[config.mk]
export PLATFORM = sky130hd
export DESIGN_NAME = tdc_event_word_deframer_core
export DESIGN_NICKNAME = d
export VERILOG_FILES = /design/src/design/tdcdf_pkg.sv /design/src/design/tdcdf_decode.sv /design/src/design/tdc_event_word_deframer_core.sv
export SDC_FILE = /design/constraint.sdc
export NUM_CORES = 1
export LEC_CHECK = 0
export BUFFER_PORTS_ARGS = -buffer_cell sky130_fd_sc_hd__buf_2
export CORE_MARGIN = 2
export CORE_UTILIZATION = 50
export CTS_CLUSTER_DIAMETER = 150
export CTS_CLUSTER_SIZE = 30
export DETAILED_ROUTE_END_ITERATION = 7
export PLACE_DENSITY = 0.72
export SYNTH_ARGS = -nofsm -noshare
export SYNTH_HDL_FRONTEND = slang
export SYNTH_HIERARCHICAL = 1
export SYNTH_SLANG_ARGS = --single-unit
export TNS_END_PERCENT = 10
[constraint.sdc]
create_clock -name clk -period 11.7 [get_ports clk]
set_input_delay 0.585 -clock clk [delete_from_list [all_inputs] [get_ports clk]]
set_output_delay 0.585 -clock clk [all_outputs]
set_load 0.02 [all_outputs]
[src/design/tdcdf_pkg.sv]
// Shared types and constants for the TDC event word deframer.
// Used by tdcdf_decode, the top level core and the port checker.
package tdcdf_pkg;

  // Largest event the readout may produce; the data word tally saturates at
  // this value or at the full tally range, whichever is smaller.
  localparam int unsigned MAX_EVENT_WORDS = 65535;

  localparam int unsigned WORD_W  = 32;
  localparam int unsigned ID_W    = 12;
  localparam int unsigned TALLY_W = 16;
  localparam int unsigned TYPE_W  = 4;
  localparam int unsigned KIND_W  = 3;

  // Bit position of the word type field
  localparam int unsigned TYPE_LSB = 28;
  localparam int unsigned EVT_LSB  = 12;

  localparam int unsigned TALLY_MAX_FULL = (1 << TALLY_W) - 1;
  localparam logic [TALLY_W-1:0] TALLY_LIMIT =
    (MAX_EVENT_WORDS > TALLY_MAX_FULL) ? TALLY_W'(TALLY_MAX_FULL)
                                       : TALLY_W'(MAX_EVENT_WORDS);

  // Readout word types
  localparam logic [TYPE_W-1:0] TYPE_HEADER  = 4'h0;
  localparam logic [TYPE_W-1:0] TYPE_TRAILER = 4'h1;
  localparam logic [TYPE_W-1:0] TYPE_DATA_A  = 4'h4;
  localparam logic [TYPE_W-1:0] TYPE_DATA_B  = 4'h5;
  localparam logic [TYPE_W-1:0] TYPE_DATA_C  = 4'h6;

  // Result kinds
  localparam logic [KIND_W-1:0] KIND_DATA       = 3'd0;
  localparam logic [KIND_W-1:0] KIND_OK         = 3'd1;
  localparam logic [KIND_W-1:0] KIND_NO_TRAILER = 3'd2;
  localparam logic [KIND_W-1:0] KIND_MISMATCH   = 3'd3;
  localparam logic [KIND_W-1:0] KIND_NOT_HEADER = 3'd4;
  localparam logic [KIND_W-1:0] KIND_BAD_OR_END = 3'd5;

  typedef struct packed {
    logic [WORD_W-1:0] word;
    logic              end_of_stream;
  } in_beat_t;

  typedef struct packed {
    logic [KIND_W-1:0]  kind;
    logic [WORD_W-1:0]  data_word;
    logic [ID_W-1:0]    bunch_number;
    logic [ID_W-1:0]    event_number;
    logic [ID_W-1:0]    trailer_count;
    logic [TALLY_W-1:0] data_count;
  } out_beat_t;

  // Framing context carried from word to word
  typedef struct packed {
    logic               in_event;
    logic [ID_W-1:0]    held_bunch;
    logic [ID_W-1:0]    held_event;
    logic [TALLY_W-1:0] word_tally;
  } frame_ctx_t;

endpackage

[src/design/tdcdf_decode.sv]
// Word decoder for the TDC event word deframer: next framing context and
// the result beat for one readout word. Depends on tdcdf_pkg.
module tdcdf_decode (
  input  tdcdf_pkg::frame_ctx_t ctx,
  input  tdcdf_pkg::in_beat_t   beat,
  output tdcdf_pkg::frame_ctx_t ctx_nxt,
  output tdcdf_pkg::out_beat_t  res,
  output logic                  res_valid
);

  logic [tdcdf_pkg::TYPE_W-1:0] wtype;
  logic [tdcdf_pkg::ID_W-1:0]   w_lo;
  logic [tdcdf_pkg::ID_W-1:0]   w_evt;

  assign wtype = beat.word[tdcdf_pkg::TYPE_LSB +: tdcdf_pkg::TYPE_W];
  assign w_lo  = beat.word[tdcdf_pkg::ID_W-1:0];
  assign w_evt = beat.word[tdcdf_pkg::EVT_LSB +: tdcdf_pkg::ID_W];

  always_comb begin
    ctx_nxt   = ctx;
    res       = '0;
    res_valid = 1'b0;

    // open-event fields by default; zeroed below where no event is open
    res.bunch_number = ctx.held_bunch;
    res.event_number = ctx.held_event;
    res.data_count   = ctx.word_tally;

    if (beat.end_of_stream) begin
      // end of stream closes everything
      res_valid = 1'b1;
      res.kind  = tdcdf_pkg::KIND_BAD_OR_END;
      if (!ctx.in_event) begin
        res.bunch_number = '0;
        res.event_number = '0;
        res.data_count   = '0;
      end
      ctx_nxt.in_event = 1'b0;
    end else if (!ctx.in_event) begin
      // idle: only a header is expected
      if (wtype == tdcdf_pkg::TYPE_HEADER) begin
        ctx_nxt.in_event   = 1'b1;
        ctx_nxt.held_bunch = w_lo;
        ctx_nxt.held_event = w_evt;
        ctx_nxt.word_tally = '0;
      end else begin
        res_valid        = 1'b1;
        res.kind         = tdcdf_pkg::KIND_NOT_HEADER;
        res.bunch_number = '0;
        res.event_number = '0;
        res.data_count   = '0;
      end
    end else begin
      res_valid = 1'b1;
      unique case (wtype) inside
        tdcdf_pkg::TYPE_DATA_A, tdcdf_pkg::TYPE_DATA_B, tdcdf_pkg::TYPE_DATA_C: begin
          // saturating tally, result carries the new count
          if (ctx.word_tally < tdcdf_pkg::TALLY_LIMIT) begin
            ctx_nxt.word_tally = ctx.word_tally + 1'b1;
          end
          res.kind       = tdcdf_pkg::KIND_DATA;
          res.data_word  = beat.word;
          res.data_count = ctx_nxt.word_tally;
        end
        tdcdf_pkg::TYPE_TRAILER: begin
          res.kind          = (w_evt == ctx.held_event) ? tdcdf_pkg::KIND_OK
                                                        : tdcdf_pkg::KIND_MISMATCH;
          res.trailer_count = w_lo;
          ctx_nxt.in_event  = 1'b0;
        end
        tdcdf_pkg::TYPE_HEADER: begin
          // close the open event as unterminated, then open the next one
          res.kind           = tdcdf_pkg::KIND_NO_TRAILER;
          ctx_nxt.held_bunch = w_lo;
          ctx_nxt.held_event = w_evt;
          ctx_nxt.word_tally = '0;
        end
        default: begin
          res.kind         = tdcdf_pkg::KIND_BAD_OR_END;
          ctx_nxt.in_event = 1'b0;
        end
      endcase
    end
  end

endmodule

[src/design/tdc_event_word_deframer_core.sv]
// Top level of the TDC event word deframer: framing context registers and
// the result register. Depends on tdcdf_pkg and tdcdf_decode.
//
//  channel | ports                          | payload type
//  --------+--------------------------------+----------------------
//  input   | in_valid, in_stall, in_beat    | tdcdf_pkg::in_beat_t
//  result  | out_valid, out_stall, out_beat | tdcdf_pkg::out_beat_t
//
// One word per cycle while no stalled result blocks the input: each beat is
// decoded in the cycle it is accepted and its result, if any, shows in the
// result register on the next cycle. The result register is the only buffer;
// a new beat is taken whenever it is empty or being drained in the same cycle.
// Reset (rst_n low, synchronous) returns the framer to idle with empty output.
module tdc_event_word_deframer_core (
  input  logic                 clk,
  input  logic                 rst_n,
  input  logic                 in_valid,
  output logic                 in_stall,
  input  tdcdf_pkg::in_beat_t  in_beat,
  output logic                 out_valid,
  input  logic                 out_stall,
  output tdcdf_pkg::out_beat_t out_beat
);

  tdcdf_pkg::frame_ctx_t ctx_r;
  tdcdf_pkg::frame_ctx_t ctx_nxt;
  tdcdf_pkg::out_beat_t  res;
  tdcdf_pkg::out_beat_t  out_beat_r;
  logic                  res_valid;
  logic                  out_valid_r;
  logic                  in_acc;
  logic                  out_free;

  // output register can take a new result
  assign out_free = !out_valid_r || !out_stall;
  assign in_stall = !out_free;
  assign in_acc   = in_valid && out_free;

  tdcdf_decode u_decode (
    .ctx       (ctx_r),
    .beat      (in_beat),
    .ctx_nxt   (ctx_nxt),
    .res       (res),
    .res_valid (res_valid)
  );

  // framing context
  always_ff @(posedge clk) begin
    if (!rst_n) begin
      ctx_r <= '0;
    end else if (in_acc) begin
      ctx_r <= ctx_nxt;
    end
  end

  // result register
  always_ff @(posedge clk) begin
    if (!rst_n) begin
      out_valid_r <= 1'b0;
    end else if (out_free) begin
      out_valid_r <= in_acc && res_valid;
    end
  end

  always_ff @(posedge clk) begin
    if (in_acc && res_valid) begin
      out_beat_r <= res;
    end
  end

  assign out_valid = out_valid_r;
  assign out_beat  = out_beat_r;

endmodule

# Word level (Yosys, flattened, before mapping)
# Cells that the tools add are included.
[word_totals]
reg_bits = 129
out_inout_bits = 89
word_cells = 60
[op_classes]
add_sub_neg = 1
bitwise_logic = 4
n_reduce_logical = 15
eq_ne = 5
n_lt_le_gt_ge = 1
n_mux = 23
[op_table]
columns = ["op", "count"]
rows = [
  ["24-bit 2-to-1 mux", 5],
  ["16-bit 2-to-1 mux", 6],
  ["41-bit 2-to-1 mux", 2],
  ["16-bit one-hot mux with 2 select lines", 1],
  ["16-bit by 1-bit adder with 16-bit output, second input constant", 1],
  ["16-bit less-than comparator, second input constant", 1],
  ["12-bit equality test", 1],
  ["4-bit by 3-bit equality test with 1-bit output, second input constant", 3],
  ["3-bit one-hot mux with 3 select lines", 1],
  ["3-bit OR reduction", 3],
  ["3-bit 2-to-1 mux", 2],
  ["1-bit 2-to-1 mux", 5],
  ["4-bit by 1-bit equality test with 1-bit output, second input constant", 1],
  ["4-bit zero test", 1],
  ["1-bit inverter", 4],
  ["4-bit AND reduction", 1],
  ["2-bit nonzero test", 2],
  ["4-bit OR reduction", 1],
  ["1-bit zero test", 3],
  ["3-bit AND reduction", 1],
  ["1-bit logical AND", 2],
  ["2-bit 2-to-1 mux", 1],
  ["1-bit logical OR", 1],
]

# Longest topological paths before layout
[depth]
depth_word = 5
depth_mapped = 10
depth_no_buf = 8

# Hierarchy
# The synthesis kept the hierarchy.
[modules_own_cells]
columns = ["mod", "area_each_um2", "instances", "seq_area_each_um2", "cells_each"]
rows = [
  ["tdc_event_word_deframer_core", 4342.9, 1, 3453.3, 272],
  ["tdcdf_decode", 1845.5, 1, 0.0, 336],
]

# Worst setup path before layout
# Ideal clock, no wire load.
[synth_timing]
kind = "input to register"
start = "in in_beat[32] (netlist bit)"
end = "reg out_beat_r (netlist bit out_beat[0]), enable pin"
slack_ns = 6.375
setup_time_ns = 0.534
stages = 7
t_arrival_ns = 4.791
path_buffers = 1
cell_sequence = "buf_2 > nor2_1 > nand2_1 > nor2_1 > inv_1 > nand2_1 > nor2_1"
[synth_between]
elab_chain_cells = 5
[synth_rtl]
columns = ["item", "line", "source"]
rows = [
  ["start, declared", "tdc_event_word_deframer_core.sv:19", "input tdcdf_pkg::in_beat_t in_beat,"],
  ["4-bit zero test", "tdcdf_decode.sv:41", "if (wtype == tdcdf_pkg::TYPE_HEADER) begin"],
  ["1-bit 2-to-1 mux", "tdcdf_decode.sv:41", ""],
  ["1-bit 2-to-1 mux", "tdcdf_decode.sv:39", "end else if (!ctx.in_event) begin"],
  ["1-bit 2-to-1 mux", "tdcdf_decode.sv:29", "if (beat.end_of_stream) begin"],
  ["net res_valid", "tdc_event_word_deframer_core.sv:29", "logic res_valid;"],
  ["1-bit logical AND", "tdc_event_word_deframer_core.sv:66", "if (in_acc && res_valid) begin"],
  ["end signal, assigned", "tdc_event_word_deframer_core.sv:67", "out_beat_r <= res;"],
  ["end, declared", "tdc_event_word_deframer_core.sv:28", "tdcdf_pkg::out_beat_t out_beat_r;"],
]
# The timed path passes the listed nets, and every way through them passes these cells.
# A chain may end at the register's enable or synchronous reset.

# Worst setup path in the final report
[layout_timing]
start = "reg ctx_r[40] (netlist bit)"
end = "reg ctx_r[11] (netlist bit)"
[layout_between]
elab_chain_cells = 2
elab_cells_between_ends = 3
[layout_rtl]
columns = ["item", "line", "source"]
rows = [
  ["start, declared", "tdc_event_word_deframer_core.sv:25", "tdcdf_pkg::frame_ctx_t ctx_r;"],
  ["start signal, assigned", "tdc_event_word_deframer_core.sv:52", "ctx_r <= ctx_nxt;"],
  ["2-bit nonzero test (no line)", "-", ""],
  ["4-bit AND reduction (no line)", "-", ""],
]
# Parallel ways exist; a longest one is shown, timed or not.

==> flow_summary.yaml <==
grt:
  grt_pass1_wl_um: 21900
  grt_use_total_pct: 21.2
  gr-total-overflow: 0
  grt_max_degree: 88
  grt_antenna_before_repair: 0
  grt_pass1_vias: 4490
worst_setup_path:
  critPathCaptureType: "flip-flop"
  path_cells: "nor3b_4 > nand2_2 > inv_2 > nand3_2 > or3_1 > a31o_1 > nand2_1 > mux2i_1"
  path_delay_family: "simple AND/OR/NAND/NOR gates"
  cp.arrival_ns: 3.19
  cp_slowest_stage_delay_ns: 0.97
  path_max_fanout: 31
  slowest_stage: "nor3b_4"
  cp.buffers_inverters: 1
  path_class: "reg -> reg"
  start_kind: "flip-flop"
  crit_required_ns: 11.96
die:
  fp.dieW_um: 115
  ios: 126
  initial_core_util_pct: 51.3
  coreArea_um2: 12100
  rows: 40
  die_h_um: 115
  die-area_um2: 13300
clock_tree:
  cts_root_buf: "clkbuf_16"
  cts_resized: 0
  postCtsSetupBuffers: 0
  cts-root-to-sink-buffers: 2
  htreeDepth: 4
  tritoncts: "done"
  cts_hold_buf: 0
  cts.sinks: 129
  clkTransAtPathRegs_ns: 0.06
  clk_latency_ns: 0.41
  numCtsBuffers: 17
synth:
  synth_edf_count: 87
  synthesis.area_um2: 6190
  yosysWarnings: 6
  ys_types: 51
  ys_ff_latch: 129
  synth_cells: 608
  synth_ff_type: "edfxtp_1"
  syn_avg_cell_area_um2: 10.2
  syn_nets: 646
  seq_area_frac_synth_pct: 55.8
  synthArstFlopShare_pct: 0
timing:
  period_share_pct: 25.0
  hold_viol: 0
  drv_slew: 0
  setup_tns_ns: 0
  tightest_slew_ns: 1.12
  grt_setup_unrepaired: "no"
  slew_headroom_pct: 25.6
  setup_viol: 0
  final.min_clock_period_ns: 2.92
  skew_ns: 0.00626
  fmaxAchievable_mhz: 342
power:
  power_w: 0.00111
  cellLeakagePower_nw: 3.15
  cellPowerDensity_nw_per_um2: 150
  max-vdd-ir-drop_uv: 90.9
flow_run:
  maxCapViolations: 0
routing:
  routed_wl_um: 13900
  num_vias: 4775
  drt_pre_antenna_iters: 5
  drt_iter0_markers: 487
  drtAntennaViolNets: 0
  viasPerCell: 5.31
  route.detailed.drc: 0
  wl_per_cell_um: 15.4
final_layout:
  layout_commonest_cell: "nand2_1"
  areaGrowthSynthToFinish_pct: 19.6
  drive_gt1_share_pct: 23.4
  fin_nets: 756
  n_antenna_cell: 0
  final_cell_mix: "nand2_1 (173), buf_2 (125), edfxtp_1 (87), mux2i_1 (47), dfxtp_1 (42)"
placed_design:
  gp_congestion: 0.918
  dp_hpwl_um: 8890
  io_buffers: 125
run_status:
  status: "completed"
min_path:
  min_path_type: "reg -> reg"
[synth_stat cells, types with 2 or more instances]
| library cell | count | area, µm² |
|---|---|---|
| nand2_1 | 173 | 649 |
| edfxtp_1 | 87 | 2610 |
| mux2i_1 | 47 | 470 |
| dfxtp_1 | 42 | 841 |
| and3_1 | 35 | 219 |
| nor2_1 | 25 | 93.8 |
| nor2b_1 | 24 | 150 |
| o21ai_0 | 22 | 110 |
| buf_2 | 15 | 75.1 |
| clkbuf_1 | 14 | 52.6 |
| nand3_1 | 13 | 65.1 |
| and2_1 | 12 | 75.1 |
| a31oi_1 | 8 | 50.1 |
| nor3_1 | 8 | 40.0 |
| xnor2_1 | 8 | 70.1 |
| inv_1 | 6 | 22.5 |
| nand4_1 | 6 | 37.5 |
| a21oi_1 | 5 | 25.0 |
| buf_4 | 5 | 37.5 |
| nand2b_1 | 5 | 31.3 |
| and4_1 | 4 | 35.0 |
| buf_12 | 4 | 80.1 |
| xor2_1 | 4 | 35.0 |
| a21boi_0 | 2 | 15.0 |
| a21o_1 | 2 | 15.0 |
| a22o_1 | 2 | 17.5 |
| a31o_1 | 2 | 17.5 |
| nor2_2 | 2 | 12.5 |
| nor4_1 | 2 | 12.5 |
| o31ai_1 | 2 | 15.0 |
| or3_1 | 2 | 12.5 |
[worst min-delay path, delay by kind of cell, from the launching register on]
kind	cells	cell delay, ns
DFF	1	0.32
and+or+nand+nor	1	0.05
muxes	1	0.05
[layout make-up]
cell class / count / area (µm²)
Tap cell: 168 / 210
Clock inverter: 12 / 141
Multi-Input combinational cell: 432 / 2460
Clock buffer: 20 / 437
Timing Repair Buffer: 131 / 671
Fill cell: 1002 / 4660
Inverter: 7 / 26.3
Sequential cell: 129 / 3450
[power by group]
| group | switching, W | internal (W) | total, W |
|---|---|---|---|
| registers | 0.00000461 | 0.000503 | 0.000508 |
| logic | 0.0000579 | 0.0000244 | 0.0000824 |
| clock network | 0.000186 | 0.000332 | 0.000518 |
[registers in the layout, indices dropped and copies added, names as in the netlist]
signal / flops
ctx_r: 41
out_valid: 1
out_beat: 87
[metal layers]
metal,global-route usage (%),vias up,part of all wire [%]
met3,5.06,31,6.9
met5,0,-,0
li1,-,2317,-
met2,35.5,195,47
met4,8.43,0,2.0
met1,26.7,2232,44
[cells by family after synthesis]
kind of cell    synth area share [%]
mux                             7.60
fa+ha+maj                      0.202
buf+inv                         4.65
flops                           55.8
other cells                   0.0606
xor+xnor                        1.70
compound gates                  5.50
simple gates                    24.5
[worst paths after layout]
kind,start,endpoint,slack (ns),cells after the start
max,ctx_r[40]$_SDFFE_PN0P_,ctx_r[11]$_SDFFE_PN0P_,8.78,8
min,ctx_r[29]$_SDFFE_PN0P_,ctx_r[29]$_SDFFE_PN0P_,0.47,2
max reg2reg,ctx_r[40]$_SDFFE_PN0P_,ctx_r[11]$_SDFFE_PN0P_,8.78,8
min reg2reg,ctx_r[29]$_SDFFE_PN0P_,ctx_r[29]$_SDFFE_PN0P_,0.47,2
[stage by stage]
step                      hold slack (ns)  instances  setup WS (ns)  util, %  area [µm²]
after floorplan                     0.431        608           6.37        -        6190
after global placement              0.452        867           8.72     56.6        6830
after detailed placement            0.462        867           8.61     56.6        6830
after CTS                           0.470        899           8.77     61.4        7400
after global routing                0.480        899           8.57     61.4        7400
final                               0.472        899           8.78     61.4        7400
(Power assumes the default switching activity.)
